<file path="src/hdl/xoshiro256ss_prng_with_range_defines.svh">
// Assertion macros shared by the RTL.
`ifndef XOSHIRO256SS_PRNG_WITH_RANGE_DEFINES_SVH
`define XOSHIRO256SS_PRNG_WITH_RANGE_DEFINES_SVH

`ifndef ASSERT_OFF
// same-cycle implication
`define XSS_ASSERT_IMP(label, clk, rst_n, ante, cons) \
    label: assert property (@(posedge clk) disable iff (!(rst_n)) (ante) |-> (cons)) \
        else $error("xss assertion failed");
// next-cycle implication
`define XSS_ASSERT_NXT(label, clk, rst_n, ante, cons) \
    label: assert property (@(posedge clk) disable iff (!(rst_n)) (ante) |=> (cons)) \
        else $error("xss assertion failed");
`else
`define XSS_ASSERT_IMP(label, clk, rst_n, ante, cons)
`define XSS_ASSERT_NXT(label, clk, rst_n, ante, cons)
`endif

`endif

</file>
<file path="src/hdl/xss_pkg.sv">
`default_nettype none

package xss_pkg;

    localparam int unsigned WORD_W = 64;
    localparam int unsigned HALF_W = WORD_W / 2;

    localparam logic [WORD_W-1:0] GOLDEN_GAMMA = 64'h9E37_79B9_7F4A_7C15;
    localparam logic [WORD_W-1:0] MIX_MUL_A    = 64'hBF58_476D_1CE4_E5B9;
    localparam logic [WORD_W-1:0] MIX_MUL_B    = 64'h94D0_49BB_1331_11EB;

    typedef enum logic [1:0] {
        CMD_DRAW64   = 2'd0,
        CMD_DRAW_HI  = 2'd1,
        CMD_DRAW_MOD = 2'd2,
        CMD_RESEED   = 2'd3
    } t_cmd;

    // one restoring-remainder step: shift in one dividend bit, subtract if it fits
    function automatic logic [HALF_W-1:0] rem_step(
        input logic [HALF_W-1:0] rem,
        input logic              bit_in,
        input logic [HALF_W-1:0] divisor
    );
        logic [HALF_W:0] t;
        logic [HALF_W:0] d;
        t = {rem, bit_in};
        d = {1'b0, divisor};
        if (t >= d) begin
            t = t - d;
        end
        return t[HALF_W-1:0];
    endfunction

endpackage

`default_nettype wire

</file>
<file path="src/hdl/xss_mul64.sv">
`default_nettype none

// 64x64 -> low 64 multiply on one 32x32 multiplier, four steps.
module xss_mul64
    import xss_pkg::*;
(
    input  wire logic              i_clk,
    input  wire logic              i_rst_n,
    input  wire logic              i_start,
    input  wire logic [WORD_W-1:0] i_a,
    input  wire logic [WORD_W-1:0] i_b,
    output logic                   o_done,
    output logic [WORD_W-1:0]      o_prod
);

    logic              r_busy;
    logic              r_done;
    logic [1:0]        r_step;
    logic [WORD_W-1:0] r_a;
    logic [WORD_W-1:0] r_b;
    logic [WORD_W-1:0] r_pp;
    logic [WORD_W-1:0] r_acc;

    logic [HALF_W-1:0] w_opa;
    logic [HALF_W-1:0] w_opb;
    logic [WORD_W-1:0] w_pp;

    // step 0: lo*lo, step 1: lo*hi, step 2: hi*lo (cross terms only need low half)
    always_comb begin
        w_opa = r_a[HALF_W-1:0];
        w_opb = r_b[HALF_W-1:0];
        if (r_step == 2'd1) begin
            w_opb = r_b[WORD_W-1:HALF_W];
        end else if (r_step == 2'd2) begin
            w_opa = r_a[WORD_W-1:HALF_W];
        end
    end

    assign w_pp = w_opa * w_opb;

    always_ff @(posedge i_clk) begin
        if (!i_rst_n) begin
            r_busy <= 1'b0;
            r_done <= 1'b0;
            r_step <= 2'd0;
        end else begin
            // done pulses with the last accumulate
            r_done <= !i_start && r_busy && (r_step == 2'd3);
            if (i_start) begin
                r_busy <= 1'b1;
                r_step <= 2'd0;
                r_a    <= i_a;
                r_b    <= i_b;
            end else if (r_busy) begin
                r_step <= r_step + 2'd1;
                r_pp   <= w_pp;
                case (r_step)
                    2'd0: r_acc <= '0;
                    2'd1: r_acc <= r_pp;
                    2'd2: r_acc <= r_acc + {r_pp[HALF_W-1:0], {HALF_W{1'b0}}};
                    2'd3: begin
                        r_acc  <= r_acc + {r_pp[HALF_W-1:0], {HALF_W{1'b0}}};
                        r_busy <= 1'b0;
                    end
                    default: r_acc <= r_acc;
                endcase
            end
        end
    end

    assign o_done = r_done;
    assign o_prod = r_acc;

endmodule

`default_nettype wire

</file>
<file path="src/hdl/xss_divrem.sv">
`default_nettype none

// 64-bit by 32-bit remainder, restoring, two quotient bits per cycle.
module xss_divrem
    import xss_pkg::*;
(
    input  wire logic              i_clk,
    input  wire logic              i_rst_n,
    input  wire logic              i_start,
    input  wire logic [WORD_W-1:0] i_dividend,
    input  wire logic [HALF_W-1:0] i_divisor,
    output logic                   o_done,
    output logic [HALF_W-1:0]      o_rem
);

    localparam int unsigned STEPS = WORD_W / 2;
    localparam int unsigned CNT_W = $clog2(STEPS);

    logic              r_busy;
    logic              r_done;
    logic [CNT_W-1:0]  r_cnt;
    logic [WORD_W-1:0] r_num;
    logic [HALF_W-1:0] r_rem;
    logic [HALF_W-1:0] r_div;

    logic [HALF_W-1:0] w_rem1;
    logic [HALF_W-1:0] w_rem2;

    assign w_rem1 = rem_step(r_rem, r_num[WORD_W-1], r_div);
    assign w_rem2 = rem_step(w_rem1, r_num[WORD_W-2], r_div);

    always_ff @(posedge i_clk) begin
        if (!i_rst_n) begin
            r_busy <= 1'b0;
            r_done <= 1'b0;
            r_cnt  <= '0;
        end else begin
            r_done <= !i_start && r_busy && (r_cnt == CNT_W'(STEPS - 1));
            if (i_start) begin
                r_busy <= 1'b1;
                r_cnt  <= '0;
                r_num  <= i_dividend;
                r_rem  <= '0;
                r_div  <= i_divisor;
            end else if (r_busy) begin
                r_rem <= w_rem2;
                r_num <= {r_num[WORD_W-3:0], 2'b00};
                r_cnt <= r_cnt + CNT_W'(1);
                if (r_cnt == CNT_W'(STEPS - 1)) begin
                    r_busy <= 1'b0;
                end
            end
        end
    end

    assign o_done = r_done;
    assign o_rem  = r_rem;

endmodule

`default_nettype wire

</file>
<file path="src/hdl/xoshiro256ss_prng_with_range.sv">
// From transfer in to result valid: a 64-bit or upper-half draw passes MUL5, MUL9 and
// OUT, a zero bound goes straight to OUT, a modulo draw also waits on the remainder unit
// (32 two-bit steps), and a reseed runs four mixes, each two 4-step multiplies on one
// 32x32 multiplier, then the seed fix. Only one request is in flight; the next is
// taken the cycle after the result is registered, which can wait on a full result register.
// Reset (synchronous, active low): state words, draw count and seed register cleared.
`default_nettype none
`include "xoshiro256ss_prng_with_range_defines.svh"

module xoshiro256ss_prng_with_range
    import xss_pkg::*;
(
    input  wire logic              i_clk,
    input  wire logic              i_rst_n,
    // request channel
    input  wire logic              i_valid,
    output logic                   o_ready,
    input  wire logic [1:0]        i_cmd,
    input  wire logic [HALF_W-1:0] i_bound,
    // result channel
    output logic                   o_valid,
    input  wire logic              i_ready,
    output logic [WORD_W-1:0]      o_value,
    output logic [WORD_W-1:0]      o_draw_count,
    output logic [WORD_W-1:0]      o_word0,
    output logic [WORD_W-1:0]      o_word1,
    output logic [WORD_W-1:0]      o_word2,
    output logic [WORD_W-1:0]      o_word3,
    // seed register write
    input  wire logic              i_cfg_wr_en,
    input  wire logic [WORD_W-1:0] i_cfg_wr_data
);

    // Sequencer. Draws use shifts/adds (x*5, x*9), the modulo runs on the
    // remainder unit, the reseed mixes run on the shared multiplier.
    typedef enum logic [3:0] {
        S_IDLE,
        S_DRAW_MUL5,
        S_DRAW_MUL9,
        S_MOD_WAIT,
        S_MIX_ADD,
        S_MIX_XS1,
        S_MIX_WAIT1,
        S_MIX_XS2,
        S_MIX_WAIT2,
        S_SEED_FIX,
        S_OUT
    } t_state;

    t_state            r_state;
    t_cmd              r_cmd;
    logic [HALF_W-1:0] r_bound;
    logic [WORD_W-1:0] r_seed;
    logic [WORD_W-1:0] r_w [4];
    logic [WORD_W-1:0] r_draws;
    logic [WORD_W-1:0] r_val;       // scratch: draw result or mix value
    logic [1:0]        r_mix_cnt;   // which state word the current mix fills
    logic              r_mul_start;
    logic              r_div_start;

    logic              r_o_valid;
    logic [WORD_W-1:0] r_o_value;
    logic [WORD_W-1:0] r_o_draws;
    logic [WORD_W-1:0] r_o_w [4];

    logic              w_mul_done;
    logic [WORD_W-1:0] w_mul_prod;
    logic [WORD_W-1:0] w_mul_b;
    logic              w_div_done;
    logic [HALF_W-1:0] w_div_rem;

    logic [WORD_W-1:0] w_r5;        // rotl(w1 * 5, 7)
    logic [WORD_W-1:0] w_r9;        // scratch * 9
    logic [WORD_W-1:0] w_nw [4];    // xoshiro256 next state
    logic [WORD_W-1:0] w_t;
    logic [WORD_W-1:0] w_mix_out;
    logic              w_out_free;

    // ------------------------------------------------------------------
    // Datapath pieces
    // ------------------------------------------------------------------
    always_comb begin
        logic [WORD_W-1:0] m5;
        m5   = r_w[1] + {r_w[1][WORD_W-3:0], 2'b00};
        w_r5 = {m5[WORD_W-8:0], m5[WORD_W-1:WORD_W-7]};
    end

    assign w_r9 = r_val + {r_val[WORD_W-4:0], 3'b000};

    always_comb begin
        logic [WORD_W-1:0] n3;
        w_t     = {r_w[1][WORD_W-18:0], 17'd0};
        w_nw[2] = r_w[2] ^ r_w[0];
        n3      = r_w[3] ^ r_w[1];
        w_nw[1] = r_w[1] ^ w_nw[2];
        w_nw[0] = r_w[0] ^ n3;
        w_nw[2] = w_nw[2] ^ w_t;
        w_nw[3] = {n3[WORD_W-46:0], n3[WORD_W-1:WORD_W-45]};
    end

    assign w_mix_out = w_mul_prod ^ (w_mul_prod >> 31);

    // constant operand follows the mix phase
    assign w_mul_b = (r_state == S_MIX_WAIT2) ? MIX_MUL_B : MIX_MUL_A;

    xss_mul64 u_mul (
        .i_clk   (i_clk),
        .i_rst_n (i_rst_n),
        .i_start (r_mul_start),
        .i_a     (r_val),
        .i_b     (w_mul_b),
        .o_done  (w_mul_done),
        .o_prod  (w_mul_prod)
    );

    xss_divrem u_div (
        .i_clk      (i_clk),
        .i_rst_n    (i_rst_n),
        .i_start    (r_div_start),
        .i_dividend (r_val),
        .i_divisor  (r_bound),
        .o_done     (w_div_done),
        .o_rem      (w_div_rem)
    );

    // result register can take a new result this cycle
    assign w_out_free = !r_o_valid || i_ready;

    // ------------------------------------------------------------------
    // Sequencer, state and result register
    // ------------------------------------------------------------------
    always_ff @(posedge i_clk) begin
        if (!i_rst_n) begin
            r_state     <= S_IDLE;
            r_seed      <= '0;
            r_w[0]      <= '0;
            r_w[1]      <= '0;
            r_w[2]      <= '0;
            r_w[3]      <= '0;
            r_draws     <= '0;
            r_mix_cnt   <= '0;
            r_mul_start <= 1'b0;
            r_div_start <= 1'b0;
            r_o_valid   <= 1'b0;
        end else begin
            // unit start pulses leave the states that load their operands
            r_mul_start <= (r_state == S_MIX_XS1) || (r_state == S_MIX_XS2);
            r_div_start <= (r_state == S_DRAW_MUL9) && (r_cmd == CMD_DRAW_MOD);

            // set on a new result, held until the transfer out
            r_o_valid <= (r_state == S_OUT && w_out_free) || (r_o_valid && !i_ready);

            if (i_cfg_wr_en) begin
                r_seed <= i_cfg_wr_data;
            end

            case (r_state)
                S_IDLE: begin
                    if (i_valid) begin
                        r_cmd   <= t_cmd'(i_cmd);
                        r_bound <= i_bound;
                        case (t_cmd'(i_cmd))
                            CMD_RESEED: begin
                                r_val     <= r_seed;
                                r_mix_cnt <= '0;
                                r_state   <= S_MIX_ADD;
                            end
                            CMD_DRAW_MOD: begin
                                if (i_bound == '0) begin
                                    // zero bound: no advance, value 0
                                    r_val   <= '0;
                                    r_state <= S_OUT;
                                end else begin
                                    r_state <= S_DRAW_MUL5;
                                end
                            end
                            default: r_state <= S_DRAW_MUL5;
                        endcase
                    end
                end

                S_DRAW_MUL5: begin
                    r_val   <= w_r5;
                    r_state <= S_DRAW_MUL9;
                end

                S_DRAW_MUL9: begin
                    r_w[0]  <= w_nw[0];
                    r_w[1]  <= w_nw[1];
                    r_w[2]  <= w_nw[2];
                    r_w[3]  <= w_nw[3];
                    r_draws <= r_draws + WORD_W'(1);
                    case (r_cmd)
                        CMD_DRAW_HI: begin
                            r_val   <= {{HALF_W{1'b0}}, w_r9[WORD_W-1:HALF_W]};
                            r_state <= S_OUT;
                        end
                        CMD_DRAW_MOD: begin
                            r_val   <= w_r9;
                            r_state <= S_MOD_WAIT;
                        end
                        default: begin
                            r_val   <= w_r9;
                            r_state <= S_OUT;
                        end
                    endcase
                end

                S_MOD_WAIT: begin
                    if (w_div_done) begin
                        r_val   <= {{HALF_W{1'b0}}, w_div_rem};
                        r_state <= S_OUT;
                    end
                end

                S_MIX_ADD: begin
                    r_val   <= r_val + GOLDEN_GAMMA;
                    r_state <= S_MIX_XS1;
                end

                S_MIX_XS1: begin
                    r_val   <= r_val ^ (r_val >> 30);
                    r_state <= S_MIX_WAIT1;
                end

                S_MIX_WAIT1: begin
                    if (w_mul_done) begin
                        r_val   <= w_mul_prod;
                        r_state <= S_MIX_XS2;
                    end
                end

                S_MIX_XS2: begin
                    r_val   <= r_val ^ (r_val >> 27);
                    r_state <= S_MIX_WAIT2;
                end

                S_MIX_WAIT2: begin
                    if (w_mul_done) begin
                        // chained: this output seeds the next mix
                        r_w[r_mix_cnt] <= w_mix_out;
                        r_val          <= w_mix_out;
                        r_mix_cnt      <= r_mix_cnt + 2'd1;
                        r_state        <= (r_mix_cnt == 2'd3) ? S_SEED_FIX : S_MIX_ADD;
                    end
                end

                S_SEED_FIX: begin
                    if ((r_w[0] | r_w[1] | r_w[2] | r_w[3]) == '0) begin
                        r_w[0] <= GOLDEN_GAMMA;
                    end
                    r_draws <= '0;
                    r_val   <= '0;
                    r_state <= S_OUT;
                end

                S_OUT: begin
                    if (w_out_free) begin
                        r_o_value <= r_val;
                        r_o_draws <= r_draws;
                        r_o_w[0]  <= r_w[0];
                        r_o_w[1]  <= r_w[1];
                        r_o_w[2]  <= r_w[2];
                        r_o_w[3]  <= r_w[3];
                        r_state   <= S_IDLE;
                    end
                end

                default: r_state <= S_IDLE;
            endcase
        end
    end

    assign o_ready      = (r_state == S_IDLE);
    assign o_valid      = r_o_valid;
    assign o_value      = r_o_value;
    assign o_draw_count = r_o_draws;
    assign o_word0      = r_o_w[0];
    assign o_word1      = r_o_w[1];
    assign o_word2      = r_o_w[2];
    assign o_word3      = r_o_w[3];

    // ------------------------------------------------------------------
    // Assertions
    // ------------------------------------------------------------------
    // units only finish while the sequencer waits on them
    `XSS_ASSERT_IMP(a_done_not_idle, i_clk, i_rst_n, (w_mul_done || w_div_done), !o_ready)
    // a reseed never leaves the generator stuck at all zero
    `XSS_ASSERT_IMP(a_seed_nonzero, i_clk, i_rst_n,
                    (r_state == S_OUT && r_cmd == CMD_RESEED),
                    ((r_w[0] | r_w[1] | r_w[2] | r_w[3]) != '0))
    // each advance bumps the draw count by one
    `XSS_ASSERT_NXT(a_draw_count, i_clk, i_rst_n, (r_state == S_DRAW_MUL9),
                    (r_draws == $past(r_draws) + WORD_W'(1)))
    // a transfer in always starts work
    `XSS_ASSERT_NXT(a_accept_busy, i_clk, i_rst_n, (i_valid && o_ready), !o_ready)

endmodule

`default_nettype wire

</file>
<file path="config.mk">
export PLATFORM = sky130hd
export DESIGN_NAME = xoshiro256ss_prng_with_range
export DESIGN_NICKNAME = d
export VERILOG_FILES = /design/src/hdl/xss_pkg.sv /design/src/hdl/xss_mul64.sv /design/src/hdl/xss_divrem.sv /design/src/hdl/xoshiro256ss_prng_with_range.sv
export VERILOG_INCLUDE_DIRS = /design/src /design/src/hdl
export SDC_FILE = /design/constraint.sdc
export NUM_CORES = 2
export LEC_CHECK = 0
export CAP_MARGIN = 30
export CELL_PAD_IN_SITES_DETAIL_PLACEMENT = 2
export CELL_PAD_IN_SITES_GLOBAL_PLACEMENT = 2
export CORE_MARGIN = 4
export CORE_UTILIZATION = 29
export DETAILED_ROUTE_END_ITERATION = 10
export DONT_BUFFER_PORTS = 1
export PLACE_DENSITY_LB_ADDON = 0.2
export SLEW_MARGIN = 20
export SYNTH_ARGS = -nofsm -noshare
export SYNTH_HDL_FRONTEND = slang
export SYNTH_SLANG_ARGS = --single-unit
</file>
<file path="constraint.sdc">
create_clock -name i_clk -period 31 [get_ports i_clk]
set_input_delay 3.1 -clock i_clk [delete_from_list [all_inputs] [get_ports i_clk]]
set_output_delay 3.1 -clock i_clk [all_outputs]
set_load 0.01 [all_outputs]
</file>
==> results_dict.tcl <==
set metrics [dict create \
    status "completed" \
    grt_start_max_net_pins 149 \
    post_dp_cell_area_um2 99400 \
    relSlewSlack_pct 19.8 \
    path_class "reg2reg" \
    cpMostUsedCell "fa_1" \
    worstSetupEndpoint "u_mul.r_pp[61]$_DFFE_PP_" \
    whs_ns 0.422 \
    rsz0062_at_grt "no" \
    antenna_found_initial 46 \
    drv_cap 0 \
    slowest_delay_ns 0.93 \
    io_pins 489 \
    root_buffer "clkbuf_16" \
    hold_path.class "reg2reg" \
    cpMaxStageDelayCell "nor2_1" \
    num-fill-cells 34700 \
    cts_hold_buf 0 \
    ys_warn_count 0 \
    cts_sinks 1208 \
    die_x_um 577 \
    nets 10200 \
    startpoint_type "flip-flop" \
    routabilityCongestion 0.948 \
    numCtsBuffers 149 \
    via_count 72500 \
    dieArea_um2 333000 \
    seq_power_share_pct 20.5 \
    post-route-util_pct 32.5 \
    pwr_density_cell_nw_per_um2 118 \
    p_switching_mw 6.35 \
    cts_resized 0 \
    fin_tns_setup_ns 0 \
    final_cell_mix "1,121 x inv_1, 1,060 x edfxtp_1, 810 x fa_1" \
    p_sw_share_pct 51.5 \
    syn_avg_cell_area_um2 10.7 \
    start_util_pct 29.2 \
    cp.required_ns 31.57 \
    drive_gt1_share_pct 7.22 \
    grt_pass1_wl_um 639000 \
    antenna_left 0 \
    syn_area_um2 93900 \
    wirelength_um 465000 \
    synthFlopType "edfxtp_1" \
    vdd.ir_drop.worst_mv 0.231 \
    pwr-share-clk_pct 14.6 \
    postSynthCellCount 8793 \
    reg2reg_depth 30 \
    ys_ff_latch 1208 \
    synthToLayoutAreaGrowth_pct 11.3 \
    grt_pass1_vias 77500 \
    final_area_um2 104000 \
    critPathLaunch "u_mul.r_step[0]$_SDFFE_PP0P_" \
    grtUsageTotal_pct 27.2 \
    cts_tree "yes" \
    setup_violations 0 \
    async_reset_ff_share_pct 0 \
    worstPathMaxFanout 52 \
    arrival_ns 12.23 \
    drc 0 \
    gr-total-overflow 0 \
    comb_power_share_pct 64.9 \
    timing.rr.end "u_mul.r_pp[61]$_DFFE_PP_" \
    first_iter_violations 7013 \
    r2r-start "u_mul.r_step[0]$_SDFFE_PP0P_" \
    synth_edf_count 1060 \
    dp_hpwl_um 375000 \
    portBuffers 0 \
    finalMaxSlewViolations 0 \
    synth.distinct_cells 98 \
    finalCritPeriodShare_pct 37.6 \
    clk_path_buf_depth 4 \
    reg2reg_setup_slack_ns 19.34 \
    clkLatencyLatePin_ns 0.85 \
    cts_htree_levels 4 \
    min_period_ns 11.66 \
    final_common_cell "inv_1" \
    post_cts_buffers 0 \
    fp.dieH_um 577 \
    coreArea_um2 322000 \
    clk_pin_slew_ns 0.06 \
    hold_viol 0 \
    fmax_ghz 0.0858 \
    p_leak_nw 42.9 \
    internal_power_mw 5.97 \
    syn-num-nets 10300 \
    worst_pin_slew_ns 1.20 \
    endpoint_kind "flip-flop" \
    seq_area_frac_synth_pct 37.1 \
    wl_per_cell_um 35.3 \
    rows 208 \
    dr.pass1.iters 7 \
    finClkSkew_ns 0.103 \
    drt-vias-per-instance 5.50 \
]
power by group through the flow:
stage | Clock [mW] | Sequential [mW] | Combinational, mW
CTS | 1.84 | 2.52 | 8.04
finish | 1.80 | 2.53 | 7.99
global route | 1.90 | 2.53 | 8.57
global placement | 0 | 2.55 | 7.85
detailed placement | 0 | 2.55 | 7.99
floorplan | 0 | 2.40 | 4.78
per-stage QoR:
| stage | power [mW] | std cells | worst slack (ns) |
|---|---|---|---|
| 2_1_floorplan | 7.18 | 8793 | 12.66 |
| 3_3_place_gp | 10.4 | 12900 | 19.19 |
| 3_5_place_dp | 10.5 | 12900 | 19.25 |
| 4_1_cts | 12.4 | 13100 | 19.23 |
| 5_1_grt | 13.0 | 13200 | 18.92 |
| 6_report | 12.3 | 13200 | 19.34 |
registers in the layout, indices dropped and copies added (netlist names), 64 cells and up:
signal / count
u_mul.r_pp: 64
r_o_w: 256
r_w: 256
r_draws: 64
o_value: 64
u_div.r_num: 64
o_draw_count: 64
u_mul.o_prod: 64
r_seed: 64
u_mul.r_a: 64
r_val: 64
cell usage after synthesis (37+ instances only):
cell type / number / share of area (%)
nor3_1: 71 / 0.38
dfxtp_1: 148 / 3.2
o21a_1: 52 / 0.42
a22oi_1: 60 / 0.48
xnor2_1: 422 / 3.9
nand3_1: 107 / 0.57
ha_1: 577 / 7.7
nand4_1: 100 / 0.67
and3_1: 63 / 0.42
and2_1: 106 / 0.71
o21bai_1: 50 / 0.40
nor2b_1: 102 / 0.68
clkbuf_1: 362 / 1.4
mux2i_1: 113 / 1.2
o211ai_1: 46 / 0.37
edfxtp_1: 1060 / 34
o221ai_1: 49 / 0.46
nand2_1: 552 / 2.2
mux2_2: 114 / 1.4
fa_1: 810 / 17
nand2b_1: 37 / 0.25
a221oi_1: 56 / 0.52
a21oi_1: 368 / 2.0
o21ai_0: 378 / 2.0
inv_1: 1122 / 4.5
xor2_1: 303 / 2.8
a21o_1: 195 / 1.6
o22ai_1: 130 / 0.87
a211oi_1: 42 / 0.34
nor2_1: 605 / 2.4
nor4_1: 97 / 0.65
per-layer routing:
metal	up-vias	wire length (um)	global-route usage, %	part of all wire (%)
li1	30500	-	-	-
met1	38800	189000	34.5	41
met2	2588	223000	45.5	48
met3	710	26200	3.41	5.6
met4	8	27000	13.4	5.8
met5	-	46	0	0.0099
logic make-up (layout without fill, tap and decap cells):
| kind of cell | count (synthesis) | in the layout | synth area share, % |
|---|---|---|---|
| AOI/OAI and AO/OA | 1745 | 1745 | 12.5 |
| DFF | 1208 | 1208 | 37.1 |
| xor gates and xnor gates | 725 | 725 | 6.76 |
| adders and majority gates | 1387 | 1387 | 25.0 |
| other | 0 | 36 | 0 |
| muxes | 227 | 227 | 2.57 |
| buffers and inverters | 1536 | 1582 | 6.19 |
| and+or+nand+nor | 1965 | 1965 | 9.96 |
how the worst min path moves through the flow:
stage,from,endpoint,slack [ns],depth (start not counted)
global placement,r_bound[16]$_DFFE_PP_,u_div.r_div[16]$_DFFE_PP_,0.41,0
detailed placement,r_bound[16]$_DFFE_PP_,u_div.r_div[16]$_DFFE_PP_,0.41,0
CTS,r_bound[9]$_DFFE_PP_,u_div.r_div[9]$_DFFE_PP_,0.42,0
global route,r_bound[2]$_DFFE_PP_,u_div.r_div[2]$_DFFE_PP_,0.43,0
floorplan,r_bound[0]$_DFFE_PP_,u_div.r_div[0]$_DFFE_PP_,0.40,0
finish,r_bound[12]$_DFFE_PP_,u_div.r_div[12]$_DFFE_PP_,0.42,0
final cells by class:
cell class,instances,area (um^2),area share [%]
well taps,4305,5390,5.16
repair buffers,188,1580,1.51
multi-input cells,6049,53500,51.2
inverters,1138,4270,4.09
diodes,36,90.1,0.0862
clock inverters,83,950,0.909
flip-flops and latches,1208,34800,33.3
clock buffers,173,3890,3.73
worst max-delay path, delay by kind of cell (launching register included):
kind            cells  cell delay, ns
buf+inv             7            1.86
compound gates      8            2.13
fa+ha+maj          10            5.20
mux                 1            0.43
flops               1            0.47
xor+xnor            1            0.13
simple gates        3            1.17
Note: power is estimated with default switching activity, not from simulation.
